File: config.mk
export PLATFORM = sky130hd
export DESIGN_NAME = bale_cell
export DESIGN_NICKNAME = d
export VERILOG_FILES = /design/src/hdl/bale_pkg.sv /design/src/hdl/bale_cell.sv
export SDC_FILE = /design/constraint.sdc
export NUM_CORES = 1
export LEC_CHECK = 0
export ABC_AREA = 1
export CAP_MARGIN = 20
export CORE_UTILIZATION = 30
export DETAILED_ROUTE_END_ITERATION = 10
export DONT_BUFFER_PORTS = 1
export SLEW_MARGIN = 30
export SYNTH_ARGS = -nofsm -noshare
export SYNTH_HDL_FRONTEND = slang
export SYNTH_SLANG_ARGS = --single-unit
File: constraint.sdc
create_clock -name i_clk -period 4.2 [get_ports i_clk]
set_input_delay 0.42 -clock i_clk [delete_from_list [all_inputs] [get_ports i_clk]]
set_output_delay 0.42 -clock i_clk [all_outputs]
set_load 0.05 [all_outputs]
File: src/hdl/bale_pkg.sv
`timescale 1ns / 1ps
// Package with shared constants and types for the bounded array list engine.
package bale_pkg;
    localparam int CAPACITY_DEF = 128;

    typedef enum logic [2:0] {
        CMD_APPEND = 3'd0,
        CMD_DELETE = 3'd1,
        CMD_SEARCH = 3'd2,
        CMD_INSERT = 3'd3,
        CMD_REMOVE = 3'd4,
        CMD_READ   = 3'd5
    } t_cmd;

    typedef enum logic [1:0] {
        ST_IDLE  = 2'd0,
        ST_WORK  = 2'd1,
        ST_DONE  = 2'd2
    } t_state;

    // Operation broadcast to every cell for one cycle.
    typedef enum logic [2:0] {
        OP_NONE   = 3'd0,
        OP_LOAD   = 3'd1,
        OP_SHUP   = 3'd2,
        OP_SHDN   = 3'd3,
        OP_SQUEEZE = 3'd4
    } t_op;

    typedef struct packed {
        t_op         op;
        logic [31:0] key;
        logic [31:0] payload;
    } t_bcast;
endpackage

File: src/hdl/bale_cell.sv
`timescale 1ns / 1ps
// One list cell: holds an entry and moves it to or from its neighbors.
module bale_cell (
    input  logic             i_clk,
    input  bale_pkg::t_bcast i_bc,
    input  logic             i_sel,      // Cell index is the target position.
    input  logic             i_above,    // Cell index lies above the target.
    input  logic             i_kill_lo,  // Some lower cell is squeezed out.
    input  logic [31:0]      i_lo_key,
    input  logic [31:0]      i_lo_pay,
    input  logic [31:0]      i_hi_key,
    input  logic [31:0]      i_hi_pay,
    output logic [31:0]      o_key,
    output logic [31:0]      o_pay,
    output logic             o_match
);
    logic [31:0] r_key, r_pay;

    assign o_key   = r_key;
    assign o_pay   = r_pay;
    assign o_match = (r_key == i_bc.key);

    // Each cell picks its next entry from itself, a neighbor or the request.
    always_ff @(posedge i_clk) begin
        case (i_bc.op)
            bale_pkg::OP_LOAD: begin
                if (i_sel) begin
                    r_key <= i_bc.key;
                    r_pay <= i_bc.payload;
                end
            end
            bale_pkg::OP_SHUP: begin
                if (i_sel) begin
                    r_key <= i_bc.key;
                    r_pay <= i_bc.payload;
                end else if (i_above) begin
                    r_key <= i_lo_key;
                    r_pay <= i_lo_pay;
                end
            end
            bale_pkg::OP_SHDN, bale_pkg::OP_SQUEEZE: begin
                if (i_sel || i_above || i_kill_lo) begin
                    r_key <= i_hi_key;
                    r_pay <= i_hi_pay;
                end
            end
            default: begin
            end
        endcase
    end
endmodule

==> metrics.txt <==
area used by multi-input combinational logic=approximately 2300 um^2; outcome=completed; CP Data Required Time=between 3 and 4 ns; fraction of final layout cells sized beyond drive strength 1=6.07%; leakage power=approximately 2.4 nW; GPL Wtd Cong=approximately 0.81; worst slew pin tran=a little over 0.9 ns; type of destination of the critical path=primary output; switching part of the total=between 40% and 50%; maximum number of pins on one net before global-route repair=between 50 and 60; height of the die=around 130 um; post-placement cell count=about 850; Num CTS Buffers=9; Routed Antenna Nets=0; area share of the largest cell type after synthesis=~41%; average vias per placed instance=between 4 and 5; Routed WL=roughly 14000 um; relative contribution of combinational cells to total power=about 15%; cts repair resizes=0; highest net fanout along the worst path=3; initial antenna violation count=2; global routing usage summed across all routing layers=about 17%; fmax=363 MHz; Pre-antenna DRT Iters=4; via total after detailed routing=approximately 4200; x dimension of the die=between 100 and 150 um; CP Class=flop to primary output; synthesis-stage register bit count=64; worst rel slew slack=about two fifths; worst-case vdd ir drop=between 150 and 200 uV; internal power=around 1.4 mW; Data arrival, critical path=2.34 ns; power density over the cells=469 nW/um^2; Psw=~0.97 mW; DRC violation count after routing=0; hpwl dp=between 10000 and 15000 um; buffer depth of the longest clock path=2; global-route wire length before repair=around 21000 um; path type of the worst min-delay path=input pin to flop; area of the core region=between 15000 and 20000 um^2; Std-Cell Rows=45; cts hold-fix bufs=0; Root Buffer Master=clkbuf_16; Setup WS pre-CTS=between 1 and 1.5 ns; leading cell types in the layout, fill and taps excluded=398 x nand2_1, 64 x edfxtp_1, 61 x inv_1; hold violation count in the final report=0; starting density of the core=between 30% and 40%; synth unique cells=18; area of the mapped netlist=around 4700 um^2; pins over their slew limit=0; portion of the post-synthesis area used by sequential elements=about two fifths; setup-violating endpoint count in the final report=0; fill count=roughly 1700; post-detailed-route wirelength per cell=16.1 um; area post-placement=4720 um^2; number of buffers added for setup after CTS=0; startpoint type of the worst setup path=flop; First DRT Iteration DRCs=210; average cell area after synthesis=6.79 um^2; clk sinks=64; Post-Layout Cell Count=just under 900; Worst Slack Setup Final=1.44 ns; Max-cap violations=0; leading cell types by total area after synthesis=edfxtp_1 41%, nand2_1 32%, inv_1 5.0%; Mapped Nets=~900; via count of the first global-routing pass=~3900; final period utilization=65.7%; leftover overflow at the end of global routing=0; crit path time final=~2.8 ns; utilization after layout=32.8%; most common library cell in the layout ignoring fill and taps=nand2_1; RSZ-0062 raised after global routing=false; number of instances in the synthesized netlist=between 600 and 700; Total Nets Final=about 870; synthesis warning total=0; Setup TNS Final=0 ns; full die area=around 16000 um^2; total of buffers placed on input and output ports=0; post-synthesis to final-layout area growth=7.04%; area leader, netlist=edfxtp_1; # IOs=between 200 and 300; power share of the clock group=between 20% and 30%; CTS H-tree depth=3; post-route standard cell area excluding fillers=4990 um^2; sequential share of power=56.7%; Clk pin slew, worst setup/hold paths=0.06 ns; sequential cell area=1920 um^2; PnR Total Power=between 2 and 2.5 mW; TritonCTS clock tree=done; worst slack on hold paths=0.283 ns
-- final cells by class --
cell class              instances  area share, %
flip-flops and latches         64           38.5
well taps                     188           4.72
clock buffers                  11           4.67
clock inverters                 5          0.477
repair buffers                  6           1.15
inverters                      65           4.89
diodes                          2          0.100
multi-input cells             524           45.4
-- path summary, 6_finish.rpt --
path / cells past startpoint / start / endpoint / slack [ns]
worst min-delay path: 2 / i_bc[10] / o_pay[10] / 0.28
worst max-delay path: 8 / o_key[15] / o_match / 1.44
-- logic make-up (layout without fill, tap and decap cells) --
| logic type | Yosys count | in the layout | synth area share (%) |
|---|---|---|---|
| other cells | 0 | 2 | 0 |
| simple gates | 460 | 460 | 38.2 |
| compound gates | 61 | 61 | 9.75 |
| flops | 64 | 64 | 41.3 |
| xor+xnor | 3 | 3 | 0.564 |
| buf+inv | 98 | 87 | 10.3 |
-- registers in the layout, summed over array words and instances (netlist names) --
register	cells
o_key	32
o_pay	32
-- power groups by stage --
stage	Sequential [mW]	Clock, mW	Combinational, mW
finish	1.33	0.671	0.341
global route	1.34	0.723	0.399
CTS	1.33	0.694	0.350
detailed placement	1.34	0	0.349
global placement	1.34	0	0.344
floorplan	1.31	0	0.291
-- cells in the mapped netlist, drive strengths merged --
cell type and n:
nand2 399, o22ai 1, nor2 23, xor2 3, or2 1, o211ai 29, buf 31, o21ai 31
clkbuf 2, edfxtp 64, nand3 37, inv 65
-- worst max-delay path, cell delays in order, from the launching register on --
cell,delay (ns)
edfxtp_1,0.72
inv_1,0.08
nand2_1,0.07
nand2_1,0.04
nor2_1,0.16
nand2_1,0.08
nor2_1,0.10
nand2_1,0.05
nor2_1,0.70
-- per-layer routing --
metal	wire, um	GRT usage [%]
met3	1360	5.61
met1	5710	19.7
met4	225	6.24
met2	6660	30.4
met5	0	0
No activity file was read; power rests on OpenSTA's default activity.
